`src/sv/lsfp_pkg.sv`:
```
`default_nettype none
// ----------------------------------------------------------------------------
// lsfp_pkg
// shared types and constants of the line sensor frame processor
// ----------------------------------------------------------------------------
package lsfp_pkg;

	typedef enum logic [1:0] {
		FUNC_SAMPLE  = 2'd0,
		FUNC_RESTART = 2'd1,
		FUNC_CLR_LINE = 2'd2,
		FUNC_CLR_MARK = 2'd3
	} func_t;

	typedef enum logic [2:0] {
		REG_WHITE = 3'd0,
		REG_BLACK = 3'd1,
		REG_VALID = 3'd2,
		REG_POL   = 3'd3,
		REG_THR   = 3'd4,
		REG_MMIN  = 3'd5,
		REG_MGAP  = 3'd6
	} reg_idx_t;

	localparam int unsigned ADC_BITS   = 12;
	localparam int unsigned LEVEL_MAX  = 100;
	localparam int unsigned RAW_CLAMP  = 255;
	localparam int unsigned MIN_WEIGHT = 15;
	localparam int unsigned CROSS_MIN  = 5;
	localparam logic [7:0] EDGE_BITS   = 8'h81;
	localparam logic [7:0] CENTER_BITS = 8'h7E;
	localparam logic [7:0] RIGHT_BIT   = 8'h80;

	localparam logic [1:0] MARK_LEFT  = 2'd0;
	localparam logic [1:0] MARK_RIGHT = 2'd1;
	localparam logic [1:0] MARK_END   = 2'd2;
	localparam logic [1:0] MARK_CROSS = 2'd3;

	// serial divider widths: numerator up to 6850*100 fits 20 bits magnitude
	localparam int unsigned DIV_W = 20;

	typedef struct packed {
		logic [DIV_W-1:0] num;
		logic [DIV_W-1:0] den;
	} div_req_t;

	function automatic logic signed [12:0] sensor_offset(input logic [2:0] idx);
		logic signed [12:0] r;
		r = '0;
		case (idx)
			3'd1: r = -13'sd3750;
			3'd2: r = -13'sd2350;
			3'd3: r = -13'sd750;
			3'd4: r = 13'sd750;
			3'd5: r = 13'sd2350;
			3'd6: r = 13'sd3750;
			default: r = '0;
		endcase
		return r;
	endfunction

endpackage
`default_nettype wire

```
`src/sv/lsfp_if.sv`:
```
`default_nettype none
// ----------------------------------------------------------------------------
// lsfp_in_if / lsfp_out_if
// valid/ready channels of the line sensor frame processor
// ----------------------------------------------------------------------------
interface lsfp_in_if;
	logic        valid;
	logic        ready;
	logic [1:0]  func;
	logic [lsfp_pkg::ADC_BITS-1:0] adc_sample;
	modport source (output valid, func, adc_sample, input ready);
	modport sink (input valid, func, adc_sample, output ready);
endinterface

interface lsfp_out_if;
	logic               valid;
	logic               ready;
	logic [2:0]         slot;
	logic [6:0]         normalized;
	logic [7:0]         line_mask;
	logic               frame_end;
	logic signed [12:0] position;
	logic               found;
	logic signed [13:0] delta;
	logic               mark_valid;
	logic [1:0]         mark_type;
	modport source (output valid, slot, normalized, line_mask, frame_end, position, found,
		delta, mark_valid, mark_type, input ready);
	modport sink (input valid, slot, normalized, line_mask, frame_end, position, found,
		delta, mark_valid, mark_type, output ready);
endinterface
`default_nettype wire

```
`src/sv/lsfp_div.sv`:
```
`default_nettype none
// ----------------------------------------------------------------------------
// lsfp_div
// unsigned restoring divider, one quotient bit per cycle
// ----------------------------------------------------------------------------
module lsfp_div (
	input  wire logic                    clk,
	input  wire logic                    arst_n,
	input  wire logic                    start,
	input  wire lsfp_pkg::div_req_t      req,
	output logic                         done,
	output logic [lsfp_pkg::DIV_W-1:0]   quot
);
	localparam int unsigned W = lsfp_pkg::DIV_W;
	localparam int unsigned CW = $clog2(W + 1);

	logic [W-1:0]  rem_q;
	logic [W-1:0]  num_q;
	logic [W-1:0]  den_q;
	logic [CW-1:0] cnt_q;
	logic          busy_q;
	logic [W:0]    trial;
	logic [W:0]    shifted;

	assign shifted = {rem_q, num_q[W-1]};
	assign trial   = shifted - {1'b0, den_q};

	always_ff @(posedge clk or negedge arst_n) begin
		if (!arst_n) begin
			busy_q <= 1'b0;
			cnt_q  <= '0;
			done   <= 1'b0;
		end else begin
			done <= !start && busy_q && (cnt_q == CW'(1));
			if (start) begin
				busy_q <= 1'b1;
				cnt_q  <= CW'(W);
			end else if (busy_q) begin
				cnt_q <= cnt_q - 1'b1;
				if (cnt_q == CW'(1)) begin
					busy_q <= 1'b0;
				end
			end
		end
	end

	always_ff @(posedge clk) begin
		if (start) begin
			rem_q <= '0;
			num_q <= req.num;
			den_q <= req.den;
		end else if (busy_q) begin
			if (!trial[W]) begin
				rem_q <= trial[W-1:0];
				num_q <= {num_q[W-2:0], 1'b1};
			end else begin
				rem_q <= shifted[W-1:0];
				num_q <= {num_q[W-2:0], 1'b0};
			end
		end
	end

	// quotient bits shift into num_q as the dividend shifts out
	assign quot = num_q;

	assert property (@(posedge clk) disable iff (!arst_n) done |-> !busy_q)
		else $error("divider done while busy");
	assert property (@(posedge clk) disable iff (!arst_n) start |=> busy_q)
		else $error("divider did not start");
	assert property (@(posedge clk) disable iff (!arst_n) busy_q |-> cnt_q != '0)
		else $error("divider count underflow");
endmodule
`default_nettype wire

```
`src/sv/lsfp_marker.sv`:
```
`default_nettype none
// ----------------------------------------------------------------------------
// lsfp_marker
// per-frame marker tracker on the end sensors
// ----------------------------------------------------------------------------
module lsfp_marker (
	input  wire logic       clk,
	input  wire logic       arst_n,
	input  wire logic       clear,
	input  wire logic       step,
	input  wire logic [7:0] bits,
	input  wire logic [7:0] min_ticks,
	input  wire logic [7:0] gap_ticks,
	output logic            mark_valid,
	output logic [1:0]      mark_type
);
	logic        tracking_q;
	logic [31:0] tick_q;
	logic [31:0] start_q;
	logic [31:0] end_q;
	logic [7:0]  accum_q;
	logic [31:0] tick_nx;
	logic [7:0]  acc_nx;
	logic [3:0]  ones;
	logic        edge_hit;
	logic        confirm;
	logic [1:0]  kind;

	assign tick_nx  = tick_q + 32'd1;
	assign acc_nx   = accum_q | bits;
	assign edge_hit = (bits & lsfp_pkg::EDGE_BITS) != '0;
	assign confirm  = tracking_q && !edge_hit && ((tick_nx - start_q) >= {24'd0, min_ticks});

	always_comb begin
		ones = '0;
		for (int i = 0; i < 8; i++) begin
			ones = ones + 4'((acc_nx & lsfp_pkg::CENTER_BITS) >> i & 8'd1);
		end
	end

	always_comb begin
		if ((acc_nx & lsfp_pkg::EDGE_BITS) == lsfp_pkg::EDGE_BITS)
			kind = (ones >= 4'(lsfp_pkg::CROSS_MIN)) ? lsfp_pkg::MARK_CROSS : lsfp_pkg::MARK_END;
		else if ((acc_nx & lsfp_pkg::RIGHT_BIT) != '0)
			kind = lsfp_pkg::MARK_RIGHT;
		else
			kind = lsfp_pkg::MARK_LEFT;
	end

	always_ff @(posedge clk or negedge arst_n) begin
		if (!arst_n) begin
			tracking_q <= 1'b0;
			tick_q     <= '0;
			start_q    <= '0;
			end_q      <= '0;
			accum_q    <= '0;
			mark_valid <= 1'b0;
			mark_type  <= '0;
		end else if (clear) begin
			tracking_q <= 1'b0;
			tick_q     <= '0;
			start_q    <= '0;
			end_q      <= '0;
			accum_q    <= '0;
			mark_valid <= 1'b0;
			mark_type  <= '0;
		end else if (step) begin
			tick_q     <= tick_nx;
			mark_valid <= confirm;
			mark_type  <= confirm ? kind : '0;
			if (!tracking_q) begin
				if (edge_hit && (tick_nx - end_q) >= {24'd0, gap_ticks}) begin
					tracking_q <= 1'b1;
					start_q    <= tick_nx;
					accum_q    <= bits;
				end
			end else begin
				accum_q <= acc_nx;
				if (!edge_hit) begin
					tracking_q <= 1'b0;
					end_q      <= tick_nx;
				end
			end
		end
	end

	assert property (@(posedge clk) disable iff (!arst_n) $rose(mark_valid) |-> $past(step))
		else $error("marker without frame step");
	assert property (@(posedge clk) disable iff (!arst_n) !mark_valid |-> mark_type == '0)
		else $error("marker type without valid");
	assert property (@(posedge clk) disable iff (!arst_n) mark_valid |-> !tracking_q)
		else $error("marker confirmed while tracking");
endmodule
`default_nettype wire

```
`src/sv/line_sensor_frame_processor_core.sv`:
```
`default_nettype none
// ----------------------------------------------------------------------------
// line_sensor_frame_processor_core
// round-robin IR sensor normalization, line position and marker detection
// ----------------------------------------------------------------------------
// One item at a time. A command item goes straight to the output state. A
// sample is normalized on the shared bit-serial divider. Slot 7 then runs a
// six-sensor weight accumulation and, unless the weight sum is zero, a second
// serial division for the position before the frame end item is output. The
// result sits in an output register; the next item is taken once it has been
// handed off.
module line_sensor_frame_processor_core (
	input  wire logic        clk,
	input  wire logic        arst_n,
	lsfp_in_if.sink          in_ch,
	lsfp_out_if.source       out_ch,
	input  wire logic        cfg_we,
	input  wire logic [2:0]  cfg_index,
	input  wire logic [63:0] cfg_data
);
	localparam int unsigned W = lsfp_pkg::DIV_W;
	localparam int unsigned ADC_BITS = lsfp_pkg::ADC_BITS;

	typedef enum logic [3:0] {
		ST_IDLE, ST_NORM_WAIT, ST_NORM_DONE, ST_ACC, ST_POS_START, ST_POS_WAIT,
		ST_POS_DONE, ST_OUT
	} state_t;

	logic [63:0] white_q, black_q;
	logic [7:0]  vmask_q;
	logic        pol_q;
	logic [6:0]  thr_q;
	logic [7:0]  mmin_q, mgap_q;

	state_t state_q;
	logic [2:0]  scan_q;
	logic [7:0]  bits_q;
	logic [6:0]  level_q [8];
	logic signed [12:0] held_q, prev_q;
	logic        seen_q;
	logic signed [13:0] delta_q;

	logic [2:0]  cur_slot_q;
	logic        use_q;
	logic [2:0]  acc_i_q;
	logic signed [20:0] sum_pw_q;
	logic [9:0]  sum_w_q;
	logic        neg_q;
	logic        mstep_q;

	logic        div_start;
	lsfp_pkg::div_req_t div_req;
	logic        div_done;
	logic [W-1:0] div_quot;
	logic        mk_valid;
	logic [1:0]  mk_type;

	// sample front end
	logic [ADC_BITS-1:0] raw_in;
	logic [7:0] raw_c, wb, bb, lo, hi;
	logic [6:0] norm_c;
	logic       white_c;
	logic [6:0] acc_n, acc_w0;
	logic [6:0] acc_w;
	logic signed [19:0] prod;
	logic [W-1:0] pw_mag;
	logic signed [12:0] pos_c;

	assign raw_in = in_ch.adc_sample;
	assign raw_c  = (raw_in > ADC_BITS'(lsfp_pkg::RAW_CLAMP)) ? 8'hFF : raw_in[7:0];
	assign wb = white_q[8*scan_q +: 8];
	assign bb = black_q[8*scan_q +: 8];
	assign lo = (wb < bb) ? wb : bb;
	assign hi = (wb < bb) ? bb : wb;

	assign norm_c  = (div_quot > W'(lsfp_pkg::LEVEL_MAX)) ? 7'(lsfp_pkg::LEVEL_MAX) :
		div_quot[6:0];
	assign white_c = use_q && (pol_q ? ({1'b0, norm_c} >= {1'b0, thr_q} && 1'b1) :
		(norm_c < thr_q));

	assign acc_n  = level_q[acc_i_q];
	assign acc_w0 = pol_q ? acc_n : 7'(7'(lsfp_pkg::LEVEL_MAX) - acc_n);
	assign acc_w  = (!vmask_q[acc_i_q] || acc_w0 < 7'(lsfp_pkg::MIN_WEIGHT)) ? '0 : acc_w0;
	assign prod   = 20'(lsfp_pkg::sensor_offset(acc_i_q)) * $signed({13'd0, acc_w});
	assign pw_mag = sum_pw_q[20] ? W'(-sum_pw_q) : W'(sum_pw_q);
	assign pos_c  = neg_q ? 13'(-$signed({1'b0, div_quot[12:0]})) :
		$signed(div_quot[12:0]);

	lsfp_div u_div (
		.clk(clk), .arst_n(arst_n), .start(div_start), .req(div_req),
		.done(div_done), .quot(div_quot)
	);

	lsfp_marker u_mark (
		.clk(clk), .arst_n(arst_n),
		.clear(state_q == ST_IDLE && in_ch.valid && in_ch.ready &&
			in_ch.func == lsfp_pkg::FUNC_CLR_MARK),
		.step(mstep_q), .bits(bits_q), .min_ticks(mmin_q), .gap_ticks(mgap_q),
		.mark_valid(mk_valid), .mark_type(mk_type)
	);

	always_comb begin
		div_start = 1'b0;
		div_req   = '{num: '0, den: '0};
		if (state_q == ST_IDLE && in_ch.valid && in_ch.ready &&
			in_ch.func == lsfp_pkg::FUNC_SAMPLE) begin
			div_start   = 1'b1;
			div_req.num = (raw_c > lo) ? W'(({8'd0, raw_c - lo}) * 16'd100) : '0;
			div_req.den = (hi > lo) ? W'(hi - lo) : W'(1);
		end else if (state_q == ST_POS_START) begin
			div_start   = 1'b1;
			div_req.num = pw_mag;
			div_req.den = W'(sum_w_q);
		end
	end

	assign in_ch.ready = (state_q == ST_IDLE) && !out_ch.valid;

	always_ff @(posedge clk or negedge arst_n) begin
		if (!arst_n) begin
			white_q <= '0; black_q <= '0; vmask_q <= '0; pol_q <= 1'b1;
			thr_q <= 7'd50; mmin_q <= 8'd8; mgap_q <= 8'd40;
		end else if (cfg_we) begin
			unique case (cfg_index)
				lsfp_pkg::REG_WHITE: white_q <= cfg_data;
				lsfp_pkg::REG_BLACK: black_q <= cfg_data;
				lsfp_pkg::REG_VALID: vmask_q <= cfg_data[7:0];
				lsfp_pkg::REG_POL:   pol_q   <= cfg_data[0];
				lsfp_pkg::REG_THR:   thr_q   <= cfg_data[6:0];
				lsfp_pkg::REG_MMIN:  mmin_q  <= cfg_data[7:0];
				lsfp_pkg::REG_MGAP:  mgap_q  <= cfg_data[7:0];
				default: ;
			endcase
		end
	end

	always_ff @(posedge clk or negedge arst_n) begin
		if (!arst_n) begin
			state_q <= ST_IDLE; scan_q <= '0; bits_q <= '0;
			for (int i = 0; i < 8; i++) level_q[i] <= '0;
			held_q <= '0; prev_q <= '0; seen_q <= 1'b0; delta_q <= '0;
			cur_slot_q <= '0; use_q <= 1'b0; acc_i_q <= '0;
			sum_pw_q <= '0; sum_w_q <= '0; neg_q <= 1'b0; mstep_q <= 1'b0;
			out_ch.valid <= 1'b0; out_ch.slot <= '0; out_ch.normalized <= '0;
			out_ch.frame_end <= 1'b0;
		end else begin
			mstep_q <= (state_q == ST_ACC) && (acc_i_q == 3'd6);
			if (state_q == ST_OUT) out_ch.valid <= 1'b1;
			else if (out_ch.ready) out_ch.valid <= 1'b0;
			unique case (state_q)
				ST_IDLE: begin
					if (in_ch.valid && in_ch.ready) begin
						out_ch.frame_end  <= 1'b0;
						out_ch.normalized <= '0;
						unique case (in_ch.func)
							lsfp_pkg::FUNC_SAMPLE: begin
								cur_slot_q <= scan_q;
								use_q <= vmask_q[scan_q] && (hi > lo);
								state_q <= ST_NORM_WAIT;
							end
							lsfp_pkg::FUNC_RESTART: begin
								scan_q <= '0; out_ch.slot <= '0; state_q <= ST_OUT;
							end
							lsfp_pkg::FUNC_CLR_LINE: begin
								held_q <= '0; prev_q <= '0; seen_q <= 1'b0;
								delta_q <= '0; out_ch.slot <= scan_q; state_q <= ST_OUT;
							end
							default: begin
								out_ch.slot <= scan_q; state_q <= ST_OUT;
							end
						endcase
					end
				end
				ST_NORM_WAIT: if (div_done) state_q <= ST_NORM_DONE;
				ST_NORM_DONE: begin
					level_q[cur_slot_q] <= use_q ? norm_c : '0;
					out_ch.normalized   <= use_q ? norm_c : '0;
					bits_q[cur_slot_q]  <= white_c;
					out_ch.slot <= cur_slot_q;
					scan_q <= cur_slot_q + 3'd1;
					if (cur_slot_q == 3'd7) begin
						out_ch.frame_end <= 1'b1;
						acc_i_q <= 3'd1; sum_pw_q <= '0; sum_w_q <= '0;
						state_q <= ST_ACC;
					end else begin
						state_q <= ST_OUT;
					end
				end
				ST_ACC: begin
					sum_pw_q <= sum_pw_q + prod;
					sum_w_q  <= sum_w_q + {3'd0, acc_w};
					if (acc_i_q == 3'd6) begin
						state_q <= ST_POS_START;
					end
					acc_i_q <= acc_i_q + 3'd1;
				end
				ST_POS_START: begin
					neg_q <= sum_pw_q[20];
					state_q <= (sum_w_q == '0) ? ST_POS_DONE : ST_POS_WAIT;
				end
				ST_POS_WAIT: if (div_done) state_q <= ST_POS_DONE;
				ST_POS_DONE: begin
					if (sum_w_q != '0) begin
						held_q <= pos_c;
						delta_q <= 14'(pos_c) - 14'(prev_q);
						prev_q <= pos_c;
						seen_q <= 1'b1;
					end else begin
						delta_q <= 14'(held_q) - 14'(prev_q);
						prev_q <= held_q;
						seen_q <= 1'b0;
					end
					state_q <= ST_OUT;
				end
				ST_OUT: begin
					state_q <= ST_IDLE;
				end
				default: state_q <= ST_IDLE;
			endcase
		end
	end

	assign out_ch.line_mask  = bits_q;
	assign out_ch.position   = held_q;
	assign out_ch.found      = seen_q;
	assign out_ch.delta      = delta_q;
	// marker outcome belongs only to the frame end item
	assign out_ch.mark_valid = mk_valid && out_ch.frame_end;
	assign out_ch.mark_type  = out_ch.frame_end ? mk_type : '0;

	assert property (@(posedge clk) disable iff (!arst_n) in_ch.ready |-> !out_ch.valid)
		else $error("input taken with result pending");
	assert property (@(posedge clk) disable iff (!arst_n)
		out_ch.valid && !out_ch.ready |=> out_ch.valid)
		else $error("result dropped");
	assert property (@(posedge clk) disable iff (!arst_n)
		out_ch.mark_valid |-> out_ch.frame_end)
		else $error("marker outside frame end");
endmodule
`default_nettype wire
```
`src/flat_wrapper.sv`:
```
// flat-port wrapper written by rule: the top's interface ports become plain ports
module line_sensor_frame_processor_core_flat 
  (clk, arst_n, cfg_we, cfg_index, cfg_data, in_ch_valid, in_ch_func, in_ch_adc_sample, in_ch_ready, out_ch_valid, out_ch_slot, out_ch_normalized, out_ch_line_mask, out_ch_frame_end, out_ch_position, out_ch_found, out_ch_delta, out_ch_mark_valid, out_ch_mark_type, out_ch_ready);
  lsfp_in_if in_ch_i ();
  lsfp_out_if out_ch_i ();
  input  wire logic clk;
  input  wire logic arst_n;
  input  wire logic cfg_we;
  input  wire logic [2:0] cfg_index;
  input  wire logic [63:0] cfg_data;
  input wire logic [$bits(in_ch_i.valid)-1:0] in_ch_valid;
  input wire logic [$bits(in_ch_i.func)-1:0] in_ch_func;
  input wire logic [$bits(in_ch_i.adc_sample)-1:0] in_ch_adc_sample;
  output wire logic [$bits(in_ch_i.ready)-1:0] in_ch_ready;
  output wire logic [$bits(out_ch_i.valid)-1:0] out_ch_valid;
  output wire logic [$bits(out_ch_i.slot)-1:0] out_ch_slot;
  output wire logic [$bits(out_ch_i.normalized)-1:0] out_ch_normalized;
  output wire logic [$bits(out_ch_i.line_mask)-1:0] out_ch_line_mask;
  output wire logic [$bits(out_ch_i.frame_end)-1:0] out_ch_frame_end;
  output wire logic [$bits(out_ch_i.position)-1:0] out_ch_position;
  output wire logic [$bits(out_ch_i.found)-1:0] out_ch_found;
  output wire logic [$bits(out_ch_i.delta)-1:0] out_ch_delta;
  output wire logic [$bits(out_ch_i.mark_valid)-1:0] out_ch_mark_valid;
  output wire logic [$bits(out_ch_i.mark_type)-1:0] out_ch_mark_type;
  input wire logic [$bits(out_ch_i.ready)-1:0] out_ch_ready;
  assign in_ch_i.valid = in_ch_valid;
  assign in_ch_i.func = in_ch_func;
  assign in_ch_i.adc_sample = in_ch_adc_sample;
  assign in_ch_ready = in_ch_i.ready;
  assign out_ch_valid = out_ch_i.valid;
  assign out_ch_slot = out_ch_i.slot;
  assign out_ch_normalized = out_ch_i.normalized;
  assign out_ch_line_mask = out_ch_i.line_mask;
  assign out_ch_frame_end = out_ch_i.frame_end;
  assign out_ch_position = out_ch_i.position;
  assign out_ch_found = out_ch_i.found;
  assign out_ch_delta = out_ch_i.delta;
  assign out_ch_mark_valid = out_ch_i.mark_valid;
  assign out_ch_mark_type = out_ch_i.mark_type;
  assign out_ch_i.ready = out_ch_ready;
  line_sensor_frame_processor_core u_core (.clk(clk), .arst_n(arst_n), .in_ch(in_ch_i), .out_ch(out_ch_i), .cfg_we(cfg_we), .cfg_index(cfg_index), .cfg_data(cfg_data));
endmodule
```
`config.mk`:
```
export PLATFORM = sky130hd
export DESIGN_NAME = line_sensor_frame_processor_core_flat
export DESIGN_NICKNAME = d
export VERILOG_FILES = /design/src/sv/lsfp_pkg.sv /design/src/sv/lsfp_if.sv /design/src/sv/lsfp_div.sv /design/src/sv/lsfp_marker.sv /design/src/sv/line_sensor_frame_processor_core.sv /design/src/flat_wrapper.sv
export SDC_FILE = /design/constraint.sdc
export NUM_CORES = 1
export LEC_CHECK = 0
export BUFFER_PORTS_ARGS = -buffer_cell sky130_fd_sc_hd__buf_2
export CAP_MARGIN = 20
export CELL_PAD_IN_SITES_DETAIL_PLACEMENT = 0
export CELL_PAD_IN_SITES_GLOBAL_PLACEMENT = 2
export CORE_MARGIN = 10
export CORE_UTILIZATION = 38
export CTS_BUF_LIST = sky130_fd_sc_hd__clkbuf_8
export DETAILED_ROUTE_END_ITERATION = 8
export PLACE_DENSITY_LB_ADDON = 0.1
export RECOVER_POWER = 25
export SYNTH_ARGS = -nofsm -noshare
export SYNTH_HDL_FRONTEND = slang
export SYNTH_HIERARCHICAL = 1
export SYNTH_SLANG_ARGS = --single-unit
```
`constraint.sdc`:
```
create_clock -name clk -period 11.1 [get_ports clk]
set_clock_uncertainty 0.15 [all_clocks]
set_input_delay 0.555 -clock clk [delete_from_list [all_inputs] [get_ports clk]]
set_output_delay 0.555 -clock clk [all_outputs]
set_load 0.05 [all_outputs]
```
Word-level counts from Yosys, hierarchy flattened --
Index checks and enable logic that the tools add are counted.
Storage, ports and cells: register bits after elaboration 486, bits of input ports 86, output and inout port bits 52, logic and storage cells 289
Cells by class: add/sub/neg operators 21, multiply operators 2, magnitude comparators 18, equal/unequal tests 36, shift operators 2, mux-type cells 106, bitwise gates (word level) 3, reduce and logical (&&, ||, !) cells 56
Operator list (number):
- $mux W32 | 10
- $shiftx A64 B7 Y8 | 2
- $mux W20 | 5
- $mux W40 | 2
- $pmux W13 S6 | 1
- $ge A32 B8 Y1 | 2
- $sub A32 B32 Y32 | 2
- $bwmux W56 | 1
- $mux W7 | 8
- $mux W8 | 7
- $mux W13 | 4
- $mux W14 | 3
- $pmux W21 S2 | 1
- $add A32 B1 Y32 const B | 1
- $pmux W14 S2 | 1
- $pmux W4 S7 | 1
- $sub A13 B13 Y14 | 2
- $mux W1 | 26
- $pmux W13 S2 | 1
- $pmux W3 S2 | 4
- $add A21 B20 Y21 | 1
- $bmux W7 S3 | 1
- $demux W7 S3 | 1
- $eq A3 B3 Y1 const B | 7
- other kinds (66) | 150

Logic depth before layout (Yosys ltp) --
Gate-level depths: netlist of the first run.
word-level depth 12, depth in mapped cells 40, mapped depth without buffers 36

By module --
Netlist of the first run, hierarchy kept.
Modules (own cells, without submodules):
- line_sensor_frame_processor_core | instances 1, cells an instance 2037, area an instance 21171.6 um^2, sequential area each 7741.2 um^2
- lsfp_marker | instances 1, cells an instance 1254, area an instance 9937.0 um^2, sequential area each 2702.6 um^2
- lsfp_div | instances 1, cells an instance 378, area an instance 3851.2 um^2, sequential area each 1776.7 um^2

Worst setup path before layout of the first run --
OpenSTA, ideal clock, no wires.
path type register -> register, start register u_core.acc_i_q[0], end register u_core.sum_pw_q[20], setup time 0.083 ns, data arrival time 8.272 ns, data required time 10.867 ns, slack 2.596 ns, cell stages (with the launch flop) 41, path buffers 5, clock period less this slack 8.504 ns, cell sequence dfrtp_1 buf_4 buf_6 mux4_2 mux2i_4 clkbuf_1 ha_1 nor2_1 nor2_1 nor2_1 nor2_1 xnor2_1 o41ai_2 buf_2 buf_6 nor3_1 fa_1 inv_1 [5 not listed] inv_1 ha_1 inv_1 o21bai_1 a21o_1 a21oi_1 inv_1 a41oi_1 xnor2_1 ha_1 and3_1 a22oi_1 o21ai_1 o21ai_0 o21ai_1 xor2_1 or3_1 o21ai_0
On the way: cells in the longest elaborated chain, start to end 12, elaborated cells on any way between the ends 22, those cells by class 2 x add/sub; 1 x mul; 1 x order compare; 6 x eq/ne; 9 x mux; 1 x bitwise; 2 x reduce/logical
Ends and longest elaborated chain:
- start, declared | RTL line line_sensor_frame_processor_core.sv:45 | logic [2:0] acc_i_q;
- start signal, assigned | RTL line line_sensor_frame_processor_core.sv:195 | acc_i_q <= acc_i_q + 3'd1;
- $not A3 Y4 (implied by the code) | RTL line line_sensor_frame_processor_core.sv:81 | assign acc_n = level_q[acc_i_q];
- $bmux W7 S3 | RTL line line_sensor_frame_processor_core.sv:81
- $mux W7 (implied by the code) (2 in a row) | RTL line line_sensor_frame_processor_core.sv:81
- $sub A7 B7 Y7 | RTL line line_sensor_frame_processor_core.sv:82 | assign acc_w0 = pol_q ? acc_n : 7'(7'(lsfp_pkg::LEVEL_MAX) - acc_n);
- $mux W7 | RTL line line_sensor_frame_processor_core.sv:82
- $lt A7 B4 Y1 | RTL line line_sensor_frame_processor_core.sv:83 | assign acc_w = (!vmask_q[acc_i_q] || acc_w0 < 7'(lsfp_pkg::MIN_WEIGHT)) ? '0 : acc_w0;
- $logic_or A1 B1 Y1 | RTL line line_sensor_frame_processor_core.sv:83
- $mux W7 | RTL line line_sensor_frame_processor_core.sv:83
- $mul A13 B8 Y20 * | RTL line line_sensor_frame_processor_core.sv:84 | assign prod = 20'(lsfp_pkg::sensor_offset(acc_i_q)) * $signed({13'd0, acc_w});
- $add A21 B20 Y21 * | RTL line line_sensor_frame_processor_core.sv:190 | sum_pw_q <= sum_pw_q + prod;
- $pmux W21 S2 * | RTL line line_sensor_frame_processor_core.sv:150 | unique case (state_q)
- end signal, assigned | RTL line line_sensor_frame_processor_core.sv:190
- end, declared | RTL line line_sensor_frame_processor_core.sv:46 | logic signed [20:0] sum_pw_q;
Every way passes the cells marked *; elsewhere a longest branch is shown, timed or not. The select of a mux whose other input is x is not followed. A chain may end at the register's enable or synchronous reset.

Worst setup path in the final report of the first run --
start register u_core.acc_i_q[1], end register u_core.sum_pw_q[19]
Same word-level chain as after synthesis.

==> metrics.md, run 1 <==
| Metric | Value |
|---|---|
| Status | complete, but fails checks |
| Failing checks | capacitance limit, slew limit |
| Final Setup Violations | 0 |
| Routed Wire Length | 106 mm |
| Crit-path slowest cell | dfrtp_1 |
| Congestion Overflow GR | 0 |
| CP Depth | 35 |
| Crit path max fanout | 32 |
| Period utilization | 90.7% |
| Post-Syn Area | 35000 um^2 |
| Die ar. | between 100000 and 150000 um^2 |
| Htree depth | 3 |
| WL/cell | around 21 um |
| IO buf count | 137 |
| Sequential cell area fraction in the yosys report | 35.0% |
| RR Startpoint | u_core/acc_i_q[1] |
| Max Fclk | 99.3 MHz |
| Die W | about 320 um |
| Cell count after synthesis | 3669 |
| Initial drt markers | 1675 |
| Largest net degree at the start of global routing | 86 |
| Nets | 4245 |
| Asr flop ratio synth | between 80% and 90% |
| Synth unique cells | 115 |
| # rows | between 100 and 150 |
| Number of synthesized flops with an enable pin | 40 |
| TritonCTS clock tree | yes |
| Most used DFF post-synth | dfrtp_1 |
| Most frequent cell on the critical path | inv_1 |
| Delay-heaviest family, CP | adder cells |
| CP bufs+invs | 7 |
| Worst-Skew Late Latency | ~0.75 ns |
| Synthesized flop and latch total | 484 |
| Initial antenna violation count | 3 |
| Vias | 27856 |
| DRT Pass-1 Iters | 7 |
| GRT Total Usage | 20.4% |
| Worst-path clk slew | approximately 0.060 ns |
| Syn avg cell area | 9.53 um^2 |
| Max Cap Viol | 4 |
| Final ANT Viol Nets | 0 |
| Slew margin rel. | -205% |
| Postcts setup bufs | 0 |
| Ports | 138 |
| Number of CTS-inserted buffers | 92 |
| Peak per-stage delay on the critical path | 0.93 ns |
| Fin. Hold Viols | 0 |
| Core ar. | a little over 90000 um^2 |
| Worst slew pin tran | 4.58 ns |
| Final HPWL DP | 80.2 mm |
| Top post-synthesis cells by count | dfrtp_1 (417), inv_1 (356), nand2_1 (321) |
| Depth of the most critical reg-to-reg path | 35 |
| First-pass GRT wire length | 168 mm |
| Crit. End Element | flip-flop |
| RD Place Congestion | around 0.85 |
| Worst r2r dst | u_core/sum_pw_q[19] |
| Dpl cells | 4861 |
| Count leader, synth | dfrtp_1 |
| Max Slew Vio Count | around 270 |
| Start point of the critical path | u_core/acc_i_q[1] |
| CP Class | reg2reg |
| Chip Height | 323 um |
| Synth area leaders | dfrtp_1 (30%), ha_1 (8.7%), mux2_2 (6.4%), fa_1 (4.4%), inv_1 (3.8%) |
| Minimum clock period | 10.07 ns |
| Vias per cell | roughly 5.5 |
| Area leader, netlist | dfrtp_1 |
| Vias in the first global route | 28716 |
| Worst setup path end | u_core/sum_pw_q[19] |
| WP data required | 11.59 ns |
| Non-Filler Instances | between 5000 and 6000 |
| Data arrival time of the critical path | between 10 and 15 ns |
| Hold_ws | 0.0761 ns |
| DR DRC count | 0 |
| Hold Crit Class | in2reg |
| Unrepaired setup endpoints after global routing | false |
| Initial Util | about two fifths |
| Layout cells sized above 1 | 16.2% |
| CTS Buffer Depth | 3 |
| CTS sink count | about 480 |
| Top cell type's share of synthesized area | 29.8% |
| Net Count, Synth | around 4100 |
| Setup tns final | 0 ns |
| CTS Root Buffer Type | clkbuf_8 |
| Fill cell count | 8948 |
| R2R Setup Slk | 1.03 ns |
| WHS Path Cells | 3 |
| Worst Setup Start Kind | flip-flop |
| Syn-to-layout area delta | 12.4% |
| Synth warn | 6 |
[placed cells by master (no fill, tap or decap), drive strengths merged, types with 23 or more instances in the layout]
master	synthesis	final
nand4	41	41
dfrtp	417	417
and2	26	26
a21o	56	56
inv	358	389
mux4	50	50
clkbuf	113	129
edfxtp	40	40
nand2b	40	40
fa	77	77
xnor2	99	99
mux2	199	199
and3	37	37
nand3	72	72
buf	50	166
a211oi	80	80
dlygate4sd3	0	62
o21ai	234	234
nor2b	31	31
or3	28	28
o21a	25	25
ha	243	243
a21oi	216	216
o21bai	23	23
nand2	321	321
nor3	79	79
xor2	106	106
mux2i	31	31
nor2	247	247
[sequential cells by signal, summed over array words and instances (netlist names), 5 cells and up]
| register | flops |
|---|---|
| u_core/u_div/cnt_q | 5 |
| u_core/out_ch.delta | 14 |
| u_core/white_q | 64 |
| u_core/u_mark/start_q | 32 |
| u_core/sum_w_q | 10 |
| u_core/thr_q | 7 |
| u_core/black_q | 64 |
| u_core/sum_pw_q | 20 |
| u_core/level_q | 56 |
| u_core/u_mark/end_q | 32 |
| u_core/u_mark/tick_q | 32 |
| u_core/out_ch.line_mask | 8 |
| u_core/prev_q | 13 |
| u_core/u_div/den_q | 20 |
| u_core/out_ch.normalized | 7 |
| u_core/mgap_q | 8 |
| u_core/u_mark/accum_q | 8 |
| u_core/vmask_q | 8 |
| u_core/mmin_q | 8 |
| u_core/u_div/rem_q | 20 |
| u_core/u_div/quot | 20 |
[kinds of logic after synthesis]
| logic type | after synthesis | synth area share (%) |
|---|---|---|
| xor+xnor | 205 | 5.14 |
| other cells | 1 | 0.0107 |
| compound gates | 859 | 16.1 |
| simple gates | 999 | 13.8 |
| fa+ha+maj | 320 | 13.1 |
| buf+inv | 521 | 6.06 |
| flops | 484 | 35.0 |
| mux | 280 | 10.9 |
[cell type report]
| type | instances | area, um^2 | share of cell area [%] |
|---|---|---|---|
| clock inverter | 53 | 347 | 0.882 |
| antenna | 3 | 7.51 | 0.0191 |
| sequential | 484 | 12200 | 31.1 |
| timing repair buffer | 239 | 1590 | 4.04 |
| inverter | 358 | 1340 | 3.42 |
| tap | 1186 | 1480 | 3.78 |
| clock buffer | 118 | 1620 | 4.13 |
| multi-input combinational | 2664 | 20700 | 52.6 |
[worst min-delay path by stage]
stage / from / endpoint / slack [ns]
finish: cfg_data[5] / u_core/thr_q[5] / 0.08
global route: cfg_data[5] / u_core/thr_q[5] / 0.08
CTS: cfg_data[5] / u_core/thr_q[5] / 0.004
detailed placement: u_core/out_ch.found / u_core/out_ch.found / 0.31
global placement: u_core/u_mark/mark_type[1] / u_core/u_mark/mark_type[1] / 0.30
floorplan: arst_n / u_core/acc_i_q[0] / 0.11
[per-layer routing]
| layer | global-route usage, % | vias to the layer above | part of all wire (%) |
|---|---|---|---|
| li1 | - | 13382 | - |
| met1 | 27.2 | 13839 | 46 |
| met2 | 34.3 | 511 | 48 |
| met3 | 3.05 | 124 | 3.8 |
| met4 | 4.89 | 0 | 1.9 |
| met5 | 0 | - | 0 |
[per-stage QoR]
| step | util [%] | area [um^2] | worst slack, ns |
|---|---|---|---|
| finish | 42.9 | 39300 | 1.03 |
| global route | 42.9 | 39300 | 0.460 |
| CTS | 42.9 | 39300 | 1.15 |
| detailed placement | 40.1 | 36700 | 1.18 |
| global placement | 40.1 | 36700 | 1.37 |
| floorplan | - | 35000 | 2.60 |
[tightest hold or removal path, stage by stage]
cell     delay, ns
buf_2         0.21
nand2_1       0.09
o21ai_0       0.08
[repair_timing]
item / CTS / global route
endpoints found under the hold margin: 192 / 0
gates resized for setup: 0 / 0
hold buffers: 62 / 0
Power of run 1 is left out: the tool's default activity adds up to more than one toggle a clock period on the data nets, which glitch-free logic cannot reach.
==> run 2: changes to the inputs <==
Settings changed: PLACE_DENSITY set to 0.73, PLACE_DENSITY_LB_ADDON 0.1 to not set.
==> run 2 against run 1 <==
The run still ends with capacitance limit, slew limit left. First-iteration DRC count decreased by 3.2%. Register-to-register slack improved by 0.33 ns. Die area is the same. Worst hold slack better by 0.040 ns. Core utilization increased by 0.16 points. Count of clock-buffer cells in the layout down 3. Via count fell by 1.2%. Largest cell class unchanged.
==> metrics.md, run 2 (synthesis results as in run 1) <==
| Metric | Value |
|---|---|
| Status | complete, but fails checks (unchanged) |
| Failing checks | capacitance limit, slew limit (unchanged) |
| Core ar. | 91500 um^2 (unchanged) |
| # rows | 111 (unchanged) |
| Slew margin rel. | -197% (was -205%) |
| Number of CTS-inserted buffers | 94 (was 92) |
| WL/cell | 20.3 um (was 20.8 um) |
| Initial antenna violation count | 2 (was 3) |
| Worst slew pin tran | 4.46 ns (was 4.58 ns) |
| CP bufs+invs | 5 (was 7) |
| Syn-to-layout area delta | 12.8% (was 12.4%) |
| GRT Total Usage | 19.9% (was 20.4%) |
| CTS Buffer Depth | 3 (unchanged) |
| TritonCTS clock tree | yes (unchanged) |
| CP Depth | 34 (was 35) |
| Chip Height | 323 um (unchanged) |
| Die ar. | 105000 um^2 (unchanged) |
| Fill cell count | 9093 (was 8948) |
| Minimum clock period | 9.73 ns (was 10.07 ns) |
| CTS Root Buffer Type | clkbuf_8 (unchanged) |
| Worst Setup Start Kind | flip-flop (unchanged) |
| Max Fclk | 103 MHz (was 99.3 MHz) |
| Crit-path slowest cell | o41ai_4 (was dfrtp_1) |
| Post-cts resize count | 0 (unchanged) |
| Vias | 27535 (was 27856) |
| Peak per-stage delay on the critical path | 0.92 ns (was 0.93 ns) |
| Period utilization | 87.7% (was 90.7%) |
| CP Class | reg2reg (unchanged) |
| Crit. End Element | flip-flop (unchanged) |
| Final ANT Viol Nets | 0 (unchanged) |
| Worst-Skew Late Latency | 0.77 ns (was 0.75 ns) |
| Largest net degree at the start of global routing | 153 (was 86) |
| Worst setup path end | u_core/sum_pw_q[19] (unchanged) |
| Nets | 4244 (was 4245) |
| Final HPWL DP | 76.8 mm (was 80.2 mm) |
| Delay-heaviest family, CP | compound AO/OA/AOI/OAI gates (was adder cells) |
| First-pass GRT wire length | 164 mm (was 168 mm) |
| Vias in the first global route | 27741 (was 28716) |
| Initial drt markers | 1621 (was 1675) |
| RD Place Congestion | 0.848 (was 0.854) |
| Crit path max fanout | 20 (was 32) |
| Worst r2r dst | u_core/sum_pw_q[19] (unchanged) |
| Start point of the critical path | u_core/acc_i_q[1] (unchanged) |
| Congestion Overflow GR | 0 (unchanged) |
| Seq. cell area | 12200 um^2 (unchanged) |
| Postcts setup bufs | 0 (unchanged) |
| Initial Util | 38.2% (unchanged) |
| Htree depth | 3 (unchanged) |
| Largest regs | u_core/black_q (64), u_core/white_q (64), u_core/level_q (56) (unchanged) |
| R2R Setup Slk | 1.37 ns (was 1.03 ns) |
| Ports | 138 (unchanged) |
| Most common cell after layout, fill and taps aside | dfrtp_1 (unchanged) |
| Layout cells sized above 1 | 16.1% (was 16.2%) |
| DRT Pass-1 Iters | 5 (was 7) |
| Unrepaired setup endpoints after global routing | false (unchanged) |
| Multi-input logic area | 20700 um^2 (about the same) |
| RR Startpoint | u_core/acc_i_q[1] (unchanged) |
| Routed Wire Length | 104 mm (was 106 mm) |
| Final Setup Violations | 0 (unchanged) |
| Vias per cell | 5.40 (was 5.46) |
| Data arrival time of the critical path | 10.23 ns (was 10.56 ns) |
| Die W | 323 um (unchanged) |
| Max Slew Vio Count | 368 (was 266) |
| Fin. Hold Viols | 0 (unchanged) |
| CTS sink count | 484 (unchanged) |
| DR DRC count | 0 (unchanged) |
| Max Cap Viol | 5 (was 4) |
| Worst-path clk slew | 0.06 ns (about the same) |
| Setup tns final | 0 ns (unchanged) |
| Commonest non-fill, non-tap cells in the layout | dfrtp_1 (415), inv_1 (382), nand2_1 (320), nor2_1 (245), ha_1 (243) (unchanged) |
| WHS Path Cells | 3 (unchanged) |
| IO buf count | 137 (unchanged) |
| WP data required | 11.60 ns (was 11.59 ns) |
| Depth of the most critical reg-to-reg path | 34 (was 35) |
| Hold Crit Class | in2reg (unchanged) |
==> run 2: cell types whose count changed in the layout (fill, tap and decap cells not counted), sizes merged <==
cell,previous run,this run
buf,166,164
inv,389,387
clkbuf,129,123
dlygate4sd3,62,64
clkinv,19,21
diode,3,1
bufinv,2,7
==> run 2: how the worst min path moves through the flow <==
stage / endpoint / start
2_1_floorplan: u_core/acc_i_q[0] / arst_n
3_3_place_gp: u_core/level_q[47] / u_core/level_q[47]
3_5_place_dp: u_core/u_mark/mark_type[0] / u_core/u_mark/mark_type[0]
4_1_cts: u_core/thr_q[2] / cfg_data[2]
5_1_grt: u_core/thr_q[2] / cfg_data[2]
6_report: u_core/thr_q[2] / cfg_data[2]
==> run 2: metal layers <==
| metal | part of all wire, % | track usage, % | vias up |
|---|---|---|---|
| met5 | 0 | 0 | - |
| met3 | 3.5 | 2.67 | 141 |
| met2 | 47 | 32.9 | 473 |
| met4 | 2.4 | 5.34 | 0 |
| met1 | 47 | 27.1 | 13551 |
| li1 | - | - | 13370 |
==> run 2: final cells by class <==
type                    instances  area share (%)
clock buffers                 115            4.01
diodes                          1         0.00634
well taps                    1186            3.76
multi-input cells            2664            52.4
inverters                     358            3.41
clock inverters                58            1.41
flip-flops and latches        484            31.0
repair buffers                236            3.97
==> run 2: repair_timing <==
item / CTS / global route
endpoints found under the setup margin: 0 / 0
hold buffers: 64 / 0
endpoints found under the hold margin: 196 / 0
==> run 2: stage by stage <==
step | cells | util [%] | worst slack (ns) | hold slack (ns) | area (um^2)
floorplan | 3669 | - | 2.60 | 0.109 | 35000
global placement | 4863 | 40.1 | 1.57 | 0.311 | 36700
detailed placement | 4863 | 40.1 | 1.35 | 0.309 | 36700
CTS | 5100 | 43.2 | 1.35 | 0.00421 | 39500
global route | 5102 | 43.1 | 0.632 | 0.0613 | 39400
finish | 5102 | 43.1 | 1.37 | 0.116 | 39400
==> run 2: worst register-to-register path, delay by kind of cell, from the launching register on <==
family	cells	cell delay, ns
xor gates and xnor gates	2	0.30
and+or+nand+nor	7	1.03
AOI/OAI and AO/OA	11	3.19
muxes	2	0.88
DFF	1	0.91
adders and majority gates	7	2.55
buffers and inverters	5	0.65
Power of run 2 is left out for the same reason.
==> run 3: changes to the inputs <==
Settings changed: CORE_UTILIZATION 38 to 42, PLACE_DENSITY 0.73 to 0.8.
==> run 3 against run 2 <==
Count of clock-buffer cells in the layout down 3. Maximum frequency up 3.1%. Worst hold slack worse by 0.052 ns. Routed wire length down 2.5%. Sequential cell count unchanged. Highest routed layer is now met5. First-iteration DRC count up 13%. The run still ends with capacitance limit, slew limit left. Critical path depth down 1.
==> metrics.md, run 3 (synthesis results as in run 1) <==
| Metric | Value |
|---|---|
| Number of CTS-inserted buffers | 89 (was 94) |
| Layout cells sized above 1 | 16.0% (was 16.1%) |
| Initial drt markers | 1829 (was 1621) |
| WL/cell | 20.3 um (about the same) |
| Vias | 27465 (was 27535) |
| Die W | 309 um (was 323 um) |
| DR DRC count | 0 (unchanged) |
| Period utilization | 85.1% (was 87.7%) |
| Final Setup Violations | 0 (unchanged) |
| Post-cts resize count | 0 (unchanged) |
| RD Place Congestion | 0.870 (was 0.848) |
| DRT Pass-1 Iters | 6 (was 5) |
| Largest regs | u_core/black_q (64), u_core/white_q (64), u_core/level_q (56) (unchanged) |
| CTS sink count | 484 (unchanged) |
| Commonest non-fill, non-tap cells in the layout | dfrtp_1 (415), inv_1 (390), nand2_1 (320), nor2_1 (245), ha_1 (243) (was dfrtp_1 (415), inv_1 (382), nand2_1 (320), nor2_1 (245), ha_1 (243)) |
| Hold Crit Class | in2reg (unchanged) |
| Max Cap Viol | 5 (unchanged) |
| Vias in the first global route | 27854 (was 27741) |
| Nets | 4241 (was 4244) |
| Max Slew Vio Count | 381 (was 368) |
| Multi-input logic area | 20700 um^2 (about the same) |
| Slew margin rel. | -180% (was -197%) |
| IO buf count | 137 (unchanged) |
| CTS Buffer Depth | 3 (unchanged) |
| Largest net degree at the start of global routing | 164 (was 153) |
| Data arrival time of the critical path | 9.92 ns (was 10.23 ns) |
| M2 GR Usage | 35.6% (was 32.9%) |
| Vias per cell | 5.52 (was 5.40) |
| Fin util | 47.5% (was 43.1%) |
| TritonCTS clock tree | yes (unchanged) |
| Worst-path clk slew | 0.06 ns (about the same) |
| CTS Root Buffer Type | clkbuf_8 (unchanged) |
| Most common cell after layout, fill and taps aside | dfrtp_1 (unchanged) |
| Core ar. | 82200 um^2 (was 91500 um^2) |
| Fill cell count | 7979 (was 9093) |
| Congestion Overflow GR | 0 (unchanged) |
| Status | complete, but fails checks (unchanged) |
| Seq. cell area | 12200 um^2 (unchanged) |
| Die ar. | 95200 um^2 (was 105000 um^2) |
| Ports | 138 (unchanged) |
| CP bufs+invs | 4 (was 5) |
| Final HPWL DP | 75.5 mm (was 76.8 mm) |
| Worst slew pin tran | 4.19 ns (was 4.46 ns) |
| Max Fclk | 106 MHz (was 103 MHz) |
| Chip Height | 309 um (was 323 um) |
| R2R Setup Slk | 1.66 ns (was 1.37 ns) |
| Routed Wire Length | 101 mm (was 104 mm) |
| # rows | 105 (was 111) |
| Delay-heaviest family, CP | compound AO/OA/AOI/OAI gates (unchanged) |
| WP data required | 11.57 ns (was 11.60 ns) |
| Htree depth | 3 (unchanged) |
| Minimum clock period | 9.44 ns (was 9.73 ns) |
| Crit-path slowest cell | dfrtp_1 (was o41ai_4) |
| Final ANT Viol Nets | 0 (unchanged) |
| Fin. Hold Viols | 0 (unchanged) |
| Initial antenna violation count | 3 (was 2) |
| CP Class | reg2reg (unchanged) |
| First-pass GRT wire length | 163 mm (was 164 mm) |
| Crit path max fanout | 21 (was 20) |
| GRT Total Usage | 21.4% (was 19.9%) |
| Postcts setup bufs | 0 (unchanged) |
| M1 GR Usage | 29.1% (was 27.1%) |
| Unrepaired setup endpoints after global routing | false (unchanged) |
| Most frequent cell on the critical path | nor2_1 |
| Worst Setup Start Kind | flip-flop (unchanged) |
| Setup tns final | 0 ns (unchanged) |
| Crit. End Element | flip-flop (unchanged) |
| M3 GR Usage | 3.09% (was 2.67%) |
| Failing checks | capacitance limit, slew limit (unchanged) |
| GR peak layer | met2 (unchanged) |
| Syn-to-layout area delta | 11.8% (was 12.8%) |
| Worst-Skew Late Latency | 0.73 ns (was 0.77 ns) |
| Initial Util | 42.5% (was 38.2%) |
| Peak per-stage delay on the critical path | 0.89 ns (was 0.92 ns) |
## run 3: cell types whose count changed in the layout (fill, tap and decap cells not counted), moves of 2 or more
| cell | previous run | this run |
|---|---|---|
| clkinv_2 | 11 | 9 |
| buf_4 | 30 | 32 |
| bufinv_16 | 7 | 2 |
| inv_1 | 382 | 390 |
| clkinv_16 | 3 | 0 |
| clkbuf_8 | 115 | 112 |
| clkinv_1 | 6 | 1 |
| inv_12 | 1 | 4 |
| dlygate4sd3_1 | 64 | 61 |
## run 3: layout make-up
type | instances | area share [%]
sequential | 484 | 31.3
tap | 1070 | 3.43
antenna | 1 | 0.00640
inverter | 358 | 3.44
clock inverter | 53 | 0.871
multi-input combinational | 2664 | 52.9
clock buffer | 112 | 3.95
timing repair buffer | 238 | 4.10
## run 3: timing repair
item                       4_1_cts  5_1_grt
hold buffers                    61        0
hold endpoints to repair       191        0
setup endpoints to repair        0        0
## run 3: per-layer routing
layer,wire length [um],up-vias
met5,7,-
met4,2050,2
met3,3500,127
met2,48500,441
met1,47000,13535
li1,-,13360
## run 3: through the flow
stage               std cells  setup slack (ns)  instance area, um^2  hold slack [ns]
detailed placement       4750              1.72                36600            0.309
floorplan                3669              2.60                35000            0.109
finish                   4980              1.66                39100           0.0643
global placement         4749              1.86                36600            0.306
global route             4980             0.910                39100           0.0461
CTS                      4976              1.70                39100           0.0124
## run 3: final timing paths
path                                            to  cells after the start                    from
max in group asynchronous  u_core/u_mark/end_q[27]                      4                  arst_n
min in group asynchronous       u_core/white_q[40]                      2                  arst_n
hold reg to reg             u_core/out_ch.delta[7]                      2  u_core/out_ch.delta[7]
setup reg to reg               u_core/sum_pw_q[19]                     33       u_core/acc_i_q[1]
hold / removal                     u_core/thr_q[2]                      3             cfg_data[2]
setup / recovery               u_core/sum_pw_q[19]                     33       u_core/acc_i_q[1]
## run 3: worst reg2reg max path: cells and delay by family, from the launching register on
kind	cells	cell delay, ns
buf+inv	4	0.44
simple gates	7	1.63
fa+ha+maj	6	2.41
xor+xnor	2	0.36
flops	1	0.89
compound gates	12	2.59
mux	2	0.87
Power of run 3 is left out for the same reason.
